[config.mk]
export PLATFORM = sky130hd
export DESIGN_NAME = shared_clock_master_tick_link
export DESIGN_NICKNAME = d
export VERILOG_FILES = /design/src/hw/rtl/sctl_pkg.sv /design/src/hw/rtl/sctl_apb.sv /design/src/hw/rtl/sctl_core.sv /design/src/hw/rtl/shared_clock_master_tick_link.sv
export SDC_FILE = /design/constraint.sdc
export NUM_CORES = 1
export LEC_CHECK = 0
export ABC_AREA = 1
export BUFFER_PORTS_ARGS = -buffer_cell sky130_fd_sc_hd__buf_2
export CAP_MARGIN = 20
export CORE_UTILIZATION = 35
export CTS_BUF_LIST = sky130_fd_sc_hd__clkbuf_8
export DETAILED_ROUTE_END_ITERATION = 8
export SKIP_LAST_GASP = 1
export SYNTH_ARGS = -nofsm -noshare
export SYNTH_HDL_FRONTEND = slang
export SYNTH_SLANG_ARGS = --single-unit
[constraint.sdc]
create_clock -name clk -period 4.8 [get_ports clk]
set_input_delay 0.72 -clock clk [delete_from_list [all_inputs] [get_ports clk]]
set_output_delay 0.72 -clock clk [all_outputs]
set_load 0.1 [all_outputs]
[src/hw/rtl/sctl_pkg.sv]
package sctl_pkg;

    localparam int NUM_SLAVES = 4;
    localparam int IDX_W      = (NUM_SLAVES > 1) ? $clog2(NUM_SLAVES) : 1;
    localparam int ADDR_W     = 3;

    localparam logic [1:0] OP_TICK       = 2'd0;
    localparam logic [1:0] OP_WRITE_ID   = 2'd1;
    localparam logic [1:0] OP_WRITE_DATA = 2'd2;

    localparam logic [1:0] ERR_NONE         = 2'd0;
    localparam logic [1:0] ERR_LOST_SLAVE   = 2'd1;
    localparam logic [1:0] ERR_TX_NOT_READY = 2'd2;

    localparam logic [0:0] REG_RESET_INTERVAL = 1'b0;

    localparam logic [15:0] ATTEMPTS_MAX = 16'hFFFF;

    typedef logic [IDX_W-1:0] idx_t;

    typedef struct packed {
        logic [1:0] op;
        logic [1:0] slave;
        logic [7:0] value;
        logic       rx_valid;
        logic [7:0] rx_byte;
        logic       rx_command_bit;
        logic       tx_ready;
    } in_t;

    typedef struct packed {
        logic       tx_valid;
        logic [7:0] tx_byte;
        logic       tx_command_bit;
        logic       ack_valid;
        logic [1:0] ack_slave;
        logic [7:0] ack_data;
        logic       slave_fault;
        logic [1:0] error_code;
        logic       reset_request;
    } out_t;

endpackage

[src/hw/rtl/sctl_apb.sv]
module sctl_apb (
    input  logic                       clk,
    input  logic                       rst_n,
    input  logic                       psel,
    input  logic                       penable,
    input  logic                       pwrite,
    input  logic [sctl_pkg::ADDR_W-1:0] paddr,
    input  logic [31:0]                pwdata,
    output logic [31:0]                prdata,
    output logic                       pready,
    output logic [15:0]                reset_interval
);

    localparam int ADDR_W_TOP = sctl_pkg::ADDR_W - 1;

    logic [15:0] reset_interval_reg;
    logic        wr_en;
    logic        sel_interval;

    // low two address bits are the byte offset within a word
    assign sel_interval = (paddr[ADDR_W_TOP:2] == sctl_pkg::REG_RESET_INTERVAL);
    assign wr_en        = psel && penable && pwrite && pready;
    assign pready       = 1'b1;

    always_ff @(posedge clk or negedge rst_n)
    begin
        if (!rst_n)
        begin
            reset_interval_reg <= 16'd0;
        end
        else if (wr_en && sel_interval)
        begin
            reset_interval_reg <= pwdata[15:0];
        end
    end

    assign prdata         = sel_interval ? {16'd0, reset_interval_reg} : 32'd0;
    assign reset_interval = reset_interval_reg;

endmodule

[src/hw/rtl/sctl_core.sv]
module sctl_core (
    input  logic                clk,
    input  logic                rst_n,
    input  logic                item_valid,
    input  sctl_pkg::in_t       item,
    input  logic [15:0]         reset_interval,
    output sctl_pkg::out_t      result
);

    localparam int N = sctl_pkg::NUM_SLAVES;
    localparam int W = sctl_pkg::IDX_W;

    sctl_pkg::idx_t current_slave_reg;
    logic           byte_phase_reg;
    logic           first_ack_pending_reg;
    logic [7:0]     slave_id_reg   [N];
    logic [7:0]     tick_data_reg  [N];
    logic [15:0]    attempts_reg   [N];

    sctl_pkg::idx_t current_slave_next;
    logic [W:0]     prev_inc;
    logic           phase_next;
    sctl_pkg::idx_t id_addr;
    logic [7:0]     id_rd;
    logic [7:0]     data_rd;
    logic [15:0]    att_rd;
    logic [15:0]    att_inc;
    logic           ok;
    logic           is_tick;
    logic           wr_in_range;
    sctl_pkg::idx_t wr_idx;

    assign is_tick     = (item.op == sctl_pkg::OP_TICK);
    assign wr_in_range = (32'(item.slave) < 32'(N));
    assign wr_idx      = W'(item.slave);

    assign phase_next = ~byte_phase_reg;
    assign prev_inc   = {1'b0, current_slave_reg} + {{W{1'b0}}, 1'b1};

    always_comb
    begin
        current_slave_next = current_slave_reg;
        if (byte_phase_reg)
        begin
            current_slave_next = (32'(prev_inc) >= 32'(N)) ? '0 : prev_inc[W-1:0];
        end
    end

    // ID table: the reply check needs the previous slave only in the ID-reply
    // phase, the transmitter needs the current one only in the ID-send phase
    assign id_addr = phase_next ? current_slave_reg : current_slave_next;
    assign id_rd   = slave_id_reg[id_addr];
    assign data_rd = tick_data_reg[current_slave_next];
    assign att_rd  = attempts_reg[current_slave_reg];
    assign att_inc = (att_rd == sctl_pkg::ATTEMPTS_MAX) ? att_rd : att_rd + 16'd1;

    always_comb
    begin
        if (first_ack_pending_reg)
        begin
            ok = 1'b1;
        end
        else if (!item.rx_valid)
        begin
            ok = 1'b0;
        end
        else if (phase_next)
        begin
            ok = item.rx_command_bit && (item.rx_byte == id_rd);
        end
        else
        begin
            ok = 1'b1;
        end
    end

    always_comb
    begin
        result = '0;
        if (is_tick)
        begin
            if (!first_ack_pending_reg && item.rx_valid && !phase_next)
            begin
                result.ack_valid = 1'b1;
                result.ack_slave = 2'(current_slave_reg);
                result.ack_data  = item.rx_byte;
            end
            if (!ok)
            begin
                result.slave_fault   = 1'b1;
                result.error_code    = sctl_pkg::ERR_LOST_SLAVE;
                result.reset_request = (att_inc >= reset_interval);
            end
            if (!item.tx_ready)
            begin
                result.error_code = sctl_pkg::ERR_TX_NOT_READY;
            end
            else
            begin
                result.tx_valid       = 1'b1;
                result.tx_command_bit = ~phase_next;
                result.tx_byte        = phase_next ? data_rd : id_rd;
            end
        end
    end

    always_ff @(posedge clk or negedge rst_n)
    begin
        if (!rst_n)
        begin
            current_slave_reg     <= '0;
            byte_phase_reg        <= 1'b1;
            first_ack_pending_reg <= 1'b1;
            for (int i = 0; i < N; i++)
            begin
                slave_id_reg[i]  <= 8'd0;
                tick_data_reg[i] <= 8'd0;
                attempts_reg[i]  <= 16'd0;
            end
        end
        else if (item_valid)
        begin
            case (item.op)
                sctl_pkg::OP_TICK:
                begin
                    current_slave_reg     <= current_slave_next;
                    byte_phase_reg        <= phase_next;
                    first_ack_pending_reg <= 1'b0;
                    attempts_reg[current_slave_reg] <= ok ? 16'd0 : att_inc;
                end
                sctl_pkg::OP_WRITE_ID:
                begin
                    if (wr_in_range)
                    begin
                        slave_id_reg[wr_idx] <= item.value;
                    end
                end
                sctl_pkg::OP_WRITE_DATA:
                begin
                    if (wr_in_range)
                    begin
                        tick_data_reg[wr_idx] <= item.value;
                    end
                end
                default:
                begin
                end
            endcase
        end
    end

endmodule

[src/hw/rtl/shared_clock_master_tick_link.sv]
// Channel  Direction  Handshake           Payload
// in       to block   in_valid/in_stall   in_data   (sctl_pkg::in_t)
// out      from block out_valid/out_stall out_data  (sctl_pkg::out_t)
// cfg      to block   APB psel/penable    paddr, pwdata, prdata
//
// One transaction per cycle sustained while out is not stalled; an item accepted
// into the input register passes through the tick logic into the result register.
// Reset (rst_n, async, active low) sets the phase and first-reply flag and clears
// the slave index, tables and attempt counters at once; no clearing pass is needed.
// A stall on out holds the result register and backs up through the input
// register to in_stall in the same cycle.
module shared_clock_master_tick_link (
    input  logic                        clk,
    input  logic                        rst_n,
    input  logic                        in_valid,
    output logic                        in_stall,
    input  sctl_pkg::in_t               in_data,
    output logic                        out_valid,
    input  logic                        out_stall,
    output sctl_pkg::out_t              out_data,
    input  logic                        psel,
    input  logic                        penable,
    input  logic                        pwrite,
    input  logic [sctl_pkg::ADDR_W-1:0] paddr,
    input  logic [31:0]                 pwdata,
    output logic [31:0]                 prdata,
    output logic                        pready
);

    logic           in_valid_reg;
    sctl_pkg::in_t  in_data_reg;
    logic           out_valid_reg;
    sctl_pkg::out_t out_data_reg;
    logic           advance;
    logic [15:0]    reset_interval;
    sctl_pkg::out_t result;

    assign advance  = !out_valid_reg || !out_stall;
    assign in_stall = in_valid_reg && !advance;

    sctl_apb u_apb (
        .clk            (clk),
        .rst_n          (rst_n),
        .psel           (psel),
        .penable        (penable),
        .pwrite         (pwrite),
        .paddr          (paddr),
        .pwdata         (pwdata),
        .prdata         (prdata),
        .pready         (pready),
        .reset_interval (reset_interval)
    );

    sctl_core u_core (
        .clk            (clk),
        .rst_n          (rst_n),
        .item_valid     (in_valid_reg && advance),
        .item           (in_data_reg),
        .reset_interval (reset_interval),
        .result         (result)
    );

    always_ff @(posedge clk or negedge rst_n)
    begin
        if (!rst_n)
        begin
            in_valid_reg  <= 1'b0;
            out_valid_reg <= 1'b0;
        end
        else
        begin
            if (!in_stall)
            begin
                in_valid_reg <= in_valid;
            end
            if (advance)
            begin
                out_valid_reg <= in_valid_reg;
            end
        end
    end

    always_ff @(posedge clk)
    begin
        if (!in_stall && in_valid)
        begin
            in_data_reg <= in_data;
        end
        if (advance && in_valid_reg)
        begin
            out_data_reg <= result;
        end
    end

    assign out_valid = out_valid_reg;
    assign out_data  = out_data_reg;

    a_tx_excl: assert property (@(posedge clk) disable iff (!rst_n)
        out_valid |-> !(out_data.tx_valid
                        && out_data.error_code == sctl_pkg::ERR_TX_NOT_READY))
        else $error("byte sent while transmitter flagged not ready");

    a_ack_ok: assert property (@(posedge clk) disable iff (!rst_n)
        out_valid && out_data.ack_valid |-> !out_data.slave_fault)
        else $error("acknowledge data given with a lost-slave error");

    a_req_err: assert property (@(posedge clk) disable iff (!rst_n)
        out_valid && out_data.reset_request |-> out_data.slave_fault)
        else $error("network reset requested without a failed reply");

    a_stall_src: assert property (@(posedge clk) disable iff (!rst_n)
        in_stall |-> in_valid_reg && out_valid_reg && out_stall)
        else $error("input stalled with no blocked item inside");

endmodule

# ---- Word-level counts from Yosys, hierarchy flattened
# Cells that the tools add are included.
dict set report op_classes {
  n_addsub 2
  n_eq_ne 4
  muxes 30
  n_reduce_logical 24
  magnitude_cmp 8
  n_bitwise 7
}
# operator count
set ops {}
lappend ops {{16-bit 2-to-1 mux} 6}
lappend ops {{32-bit bitwise mux} 2}
lappend ops {{64-bit bitwise mux} 1}
lappend ops {{8-bit 2-to-1 mux} 6}
lappend ops {{16-bit binary-select mux with 2-bit select} 1}
lappend ops {{8-bit binary-select mux with 2-bit select} 2}
lappend ops {{16-bit demux with 2-bit select} 1}
lappend ops {{16-bit by 1-bit adder with 16-bit output, second input constant} 1}
lappend ops {{8-bit demux with 2-bit select} 1}
lappend ops {{16-bit equality test, second input constant} 1}
lappend ops {{16-bit greater-or-equal comparator} 1}
lappend ops {{3-bit greater-or-equal comparator, second input constant} 5}
lappend ops {{2-bit inverter with 3-bit output} 4}
lappend ops {{1-bit logical AND} 11}
lappend ops {{11-bit 2-to-1 mux} 1}
lappend ops {{10-bit 2-to-1 mux} 1}
lappend ops {{2-bit AND reduction} 5}
lappend ops {{8-bit equality test} 1}
lappend ops {{2-bit 2-to-1 mux} 4}
lappend ops {{3-bit by 1-bit less-than comparator with 1-bit output, second input constant} 2}
lappend ops {{1-bit zero test} 5}
lappend ops {{4-bit 2-to-1 mux} 1}
lappend ops {{2-bit by 1-bit adder with 3-bit output, second input constant} 1}
lappend ops {{1-bit 2-to-1 mux} 3}
lappend ops {{other kinds (6)} 8}
dict set report totals {
  elab_cells 110
  output_inout_bits 60
  register_bits 198
  in_bits 65
}

# ---- Longest topological paths before layout
dict set report depth {
  word_depth 16
  depth_mapped 23
  mapped_depth_nobuf 21
}

# ---- Hierarchy
# From an unflattened synthesis, not the netlist that was laid out.
dict set report hier_totals {
  hier_cells 1216
  hier_area_um2 10123.5
}
# mod n_inst cells_per_inst area_per_inst_um2 seq_area_each_um2
set by_module_without_submodules {}
lappend by_module_without_submodules {sctl_core 1 1031 7648.6 3305.7}
lappend by_module_without_submodules {shared_clock_master_tick_link 1 60 1536.5 1491.4}
lappend by_module_without_submodules {sctl_apb 1 125 938.4 400.4}

# ---- Least setup slack after synthesis
# Ideal clock, no wire load.
dict set report synth_path {
  path_kind {reg-to-reg}
  start {register out_valid_reg, in the netlist out_valid}
  end {register u_core.attempts_reg[54] (netlist bit)}
  setup_time_ps 66
  period_less_slack_ps 3539
  stages_incl_launch_ff 11
  required_time_ps 4734
  n_path_buf 1
  slack_ps 1261
  arrival_ps 3473
  path_cell_list {dfrtp_1 -> nand2_1 -> inv_1 -> nor2_1 -> inv_1 -> nor2_2 -> nand2_1 -> inv_1 -> clkbuf_1 -> nand4_1 -> nand2_1}
}
dict set report synth_via {
  elab_chain_len 4
}
# element line
set synth_lines {}
lappend synth_lines {{start: declaration} shared_clock_master_tick_link.sv:32} ;# logic out_valid_reg;
lappend synth_lines {{start signal: assignment} shared_clock_master_tick_link.sv:78} ;# out_valid_reg <= in_valid_reg;
lappend synth_lines {{1-bit zero test} shared_clock_master_tick_link.sv:38} ;# assign advance = !out_valid_reg || !out_stall;
lappend synth_lines {{1-bit logical OR} shared_clock_master_tick_link.sv:38}
lappend synth_lines {{1-bit logical AND} shared_clock_master_tick_link.sv:57} ;# .item_valid (in_valid_reg && advance),
lappend synth_lines {{via u_core.item_valid} sctl_core.sv:4} ;# input logic item_valid,
lappend synth_lines {{2-bit AND reduction (no line)} --}
lappend synth_lines {{end signal: indexed assignment} sctl_core.sv:129} ;# attempts_reg[current_slave_reg] <= ok ? 16'd0 : att_inc;
lappend synth_lines {{end: declaration} sctl_core.sv:18} ;# logic [15:0] attempts_reg [N];
# The timed path passes the listed nets, and every way through them passes these cells.
# A chain may end at the register's enable or synchronous reset.

# ---- Worst setup path after layout
dict set report layout_path {
  start {register u_core.current_slave_reg[0]}
  end {register out_data_reg (netlist bit out_data[0]) (data pin)}
}
dict set report layout_via {
  elab_chain_len 15
  elab_cells_between_ends 23
  cone_classes {2 x add/sub; 2 x order compare; 2 x eq/ne; 13 x mux; 2 x bitwise; 2 x reduce/logical}
}
# element line
set layout_lines {}
lappend layout_lines {{start: declaration} sctl_core.sv:13} ;# sctl_pkg::idx_t current_slave_reg;
lappend layout_lines {{start signal: assignment} sctl_core.sv:126} ;# current_slave_reg <= current_slave_next;
lappend layout_lines {{2-bit by 1-bit adder with 3-bit output} sctl_core.sv:38} ;# assign prev_inc = {1'b0, current_slave_reg} + {{W{1'b0}}, 1'b1};
lappend layout_lines {{3-bit greater-or-equal comparator} sctl_core.sv:45} ;# current_slave_next = (32'(prev_inc) >= 32'(N)) ? '0 : prev_inc[W-1:0];
lappend layout_lines {{2-bit 2-to-1 mux} sctl_core.sv:45}
lappend layout_lines {{2-bit 2-to-1 mux} sctl_core.sv:43} ;# if (byte_phase_reg)
lappend layout_lines {{2-bit 2-to-1 mux} sctl_core.sv:51} ;# assign id_addr = phase_next ? current_slave_reg : current_slave_next;
lappend layout_lines {{2-bit inverter with 3-bit output (implied by the code)} sctl_core.sv:52} ;# assign id_rd = slave_id_reg[id_addr];
lappend layout_lines {{8-bit binary-select mux with 2-bit select} sctl_core.sv:52}
lappend layout_lines {{8-bit 2-to-1 mux (implied by the code) (2 in series)} sctl_core.sv:52}
lappend layout_lines {{8-bit equality test} sctl_core.sv:69} ;# ok = item.rx_command_bit && (item.rx_byte == id_rd);
lappend layout_lines {{1-bit logical AND} sctl_core.sv:69}
lappend layout_lines {{1-bit 2-to-1 mux} sctl_core.sv:67} ;# else if (phase_next)
lappend layout_lines {{1-bit 2-to-1 mux} sctl_core.sv:63} ;# else if (!item.rx_valid)
lappend layout_lines {{1-bit 2-to-1 mux} sctl_core.sv:59} ;# if (first_ack_pending_reg)
lappend layout_lines {{2-bit OR reduction (no line)} --}
lappend layout_lines {{end signal: assignment} shared_clock_master_tick_link.sv:91} ;# out_data_reg <= result;
lappend layout_lines {{end: declaration} shared_clock_master_tick_link.sv:33} ;# sctl_pkg::out_t out_data_reg;
# Parallel ways exist; a longest one is shown, timed or not. The select of a mux whose other input is x is not followed.

==> results.txt <==
* Result of the run: complete, no violations
- Kind of capture point of the worst setup path: register
- Biggest fanout along the worst timing path: 22
- Cell internal power was estimated by the tool at 3.535 mW.
- Across the run, the number of max-cap violations was 0.
- Area Overhead vs Synth: 11.16%
- After detailed routing, the wire length on met1 is 12.41 mm.
- The final layout contains 1,360 nets.
* Number of detailed-routing iterations run before antenna repair: 5
- Maximum root-to-sink buffer count: 2
- Number of H-tree branching levels: 4
* Chip Height: 171.2 um
* Die W: 171.2 um
- Count of mapped cells out of synthesis: 1,205
- Maximum number of pins on one net before global-route repair: 77
* Portion of netlist area occupied by mux cells: 0%
* Placed wire-length estimate: 16.81 mm
- Top library cells by usage in the layout, fill and taps aside: nand2_1, dfrtp_1, nor2_1
- CTS tree: built
- Post-layout min period: 3813 ps
* Critical path origin: u_core.current_slave_reg[0]
* Share of cells above drive strength 1: 13.53%
- Signal routing reaches up to met4.
- In this run the tool buffered the top-level ports with 89 buffer cells.
* # hold bufs at CTS: 0
- Sequential share of power: 35.4%
- The register with the most flip-flops in the layout has 64 of them.
* Total of warnings raised by yosys: 0
- Total Power Consumption: 6.664 mW
* Comb pwr share: 47.5%
- Routed len/inst: 15.12 um
- Initial antenna violation count: 0
* DIE AREA: 0.02930 mm2
- The clock drives 198 sinks.
- Combinational family with the most area after synthesis: simple AND/OR/NAND/NOR gates
* Max transition margin: 49.68%
- The final critical path takes up 79.45% of the cycle.
- Cell variety after synth: 37
- GP Congestion: 0.8299
- Worst min-delay path category: in2async
- Complex-gate fraction of the synthesized area: 7.133%
* Total power divided by cell area: 598.6 mW/mm2
* Number of max-slew violations in the final report: 0
- Sequential cell area fraction in the yosys report: 51.89%
- For this design the static power due to leakage is 5.549 nW.
* Number of resized instances in the post-cts repair step: 0
- The endpoint identified for the worst register-to-register timing path is out_data[0].
* Category of the most critical setup path: reg2reg
- Summing the areas of all fa, ha and maj instances in the mapped netlist gives 2.748% of the synthesized area.
* Initial Util: 35.86%
- After synthesis the cells add up to 0.01002 mm2.
- Worst Tran Pin Value: 754.8 ps
* Total cell area at the placement stage: 0.01070 mm2
* Via count of the first global-routing pass: 7,540
- For the worst-skew pair, the clock arrives at the later sink with an insertion delay of 480 ps.
* Area of the core: 0.02793 mm2
* Arrival time at the worst endpoint: 4130 ps
* Count of standard-cell rows: 61
- Switching component of the power: 3.129 mW
* Root Buffer Master: clkbuf_8
- Drt first-iter violations: 847
- First-pass GRT wire length: 40.84 mm
* Startpoint of the lowest-slack register-to-register path: u_core.current_slave_reg[0]
* Part of the power in the clock network: 17.1%
- Buffers inserted during clock tree synthesis total 17.
* Most frequent standard cell in the layout excluding fill and tap cells: nand2_1
- Fraction of synthesized cell area in xor and xnor cells: 0.9619%
* All-layer global routing usage: 18.03%
- Summed over all nets, wire length on met2 after detailed routing comes to 11.22 mm.
- Averaged over all synthesized cells, the footprint is 8.312 um2.
* Antenna diode count: 0
- Number of remaining DRC errors: 0
* Total congestion overflow after global routing: 0
- Post-synth EDFFs: 48
* Final hold violation count: 0
* Clock Pin Slew Worst Setup and Hold Paths: 100 ps
* Routed length on met3: 1.307 mm
- Of the total synthesized cell area, the portion taken by AND, OR, NAND and NOR gates is 28.98%.
* F_max: 0.2622 GHz
* Top flip-flop cell by instance count after synthesis: dfrtp_1
* Antenna Violating Nets Remaining: 0
- STA classifies the critical path startpoint as a register.
* Setup fix buffers added after clock tree synthesis: 0
* Worst R2R Path Depth: 20
- Worst vdd rail ir drop: 274.2 uV
- Post-synthesis register bit count: 198
- Share of flip-flops with an asynchronous set or reset after synthesis: 75.76%
- At the worst endpoint, the required time is 5110 ps.
- RSZ-0062 raised after global routing: false
* I/O pins: 125
- Summed over all layers, the routed wires come to 25.15 mm.
* Number of setup violations in the final report: 0
* Setup TNS: 0 ps
* R2R setup slack: 990 ps
* Final Skew: 18.18 ps
- Post-route worst hold slack: 255.0 ps
- The detailed router placed 8,112 vias in this run.
* Final non-filler cell area: 0.01113 mm2
- Via density per instance: 4.875
* Net Sw Frac: 46.96%
## power by group through the flow
stage / combinational (mW) / sequential, mW / clock, mW
after floorplan: 2.28 / 2.53 / 0
after global placement: 3.09 / 2.38 / 0
after detailed placement: 3.14 / 2.39 / 0
after global routing: 3.53 / 2.41 / 1.23
final: 3.17 / 2.36 / 1.14
after CTS: 3.15 / 2.36 / 1.17
## area by class of cell
cell class	instances	area [um2]
clock buffers	17	234.0
clock inverters	15	175.2
fillers	2927	16800
inverters	97	366.6
multi-input cells	850	4058
flip-flops and latches	198	5197
well taps	378	473.0
repair buffers	109	629.4
## worst max-delay path, cell delays in order, from the launching register on
cell	delay (ps)
dfrtp_1	480
inv_4	270
nand2_1	130
a32oi_2	320
ha_1	330
nand2_1	160
nor2_2	200
nand2_2	290
buf_4	290
nand2_1	60
nand2_1	120
ha_1	210
inv_1	50
a21oi_1	50
o31ai_1	220
nand2_1	80
nand2_1	70
nand2_1	40
nand2_1	60
a31oi_1	50
nor3_1	180
## metrics by stage
step	worst slack, ps	util, %	std cells
floorplan	1261	-	1220
finish	986.6	39.85	1664
global route	659.8	39.85	1664
detailed placement	1009	38.29	1631
CTS	996.7	39.76	1663
global placement	1063	38.24	1630
## layer usage
layer | track usage (%) | vias to the layer above
met2 | 27.66 | 225
met1 | 26.12 | 3829
met4 | 4.581 | 0
met3 | 3.192 | 13
li1 | - | 4045
met5 | 0 | -
## cell usage after synthesis, drive strengths merged (2+ instances only)
master    n  area share [%]
a21oi    26             1.3
a32oi     2            0.25
buf      44             3.4
clkbuf   31             1.2
conb      2           0.075
dfrtp   148              37
dfstp     2            0.52
edfxtp   48              14
ha       22             2.7
inv      96             3.6
nand2   411              16
nand3    80             4.0
nand4    67             4.2
nor2     97             3.7
nor3     10            0.60
o21ai    90             4.6
o22ai     8            0.50
o31ai     5            0.37
xnor2     3            0.26
xor2      8            0.70
## cell families after synthesis
logic type      count (synthesis)
simple gates                  667
flops                         198
buf+inv                       172
compound gates                133
fa+ha+maj                      22
xor+xnor                       11
other cells                     2
## worst max path at each step
stage,depth (start not counted),end
finish,20,out_data[0]
global route,20,out_data[0]
CTS,18,out_data[0]
detailed placement,18,out_data[0]
global placement,20,out_data[0]
floorplan,10,u_core.attempts_reg[54]
Power figures use the tool's default switching activity.
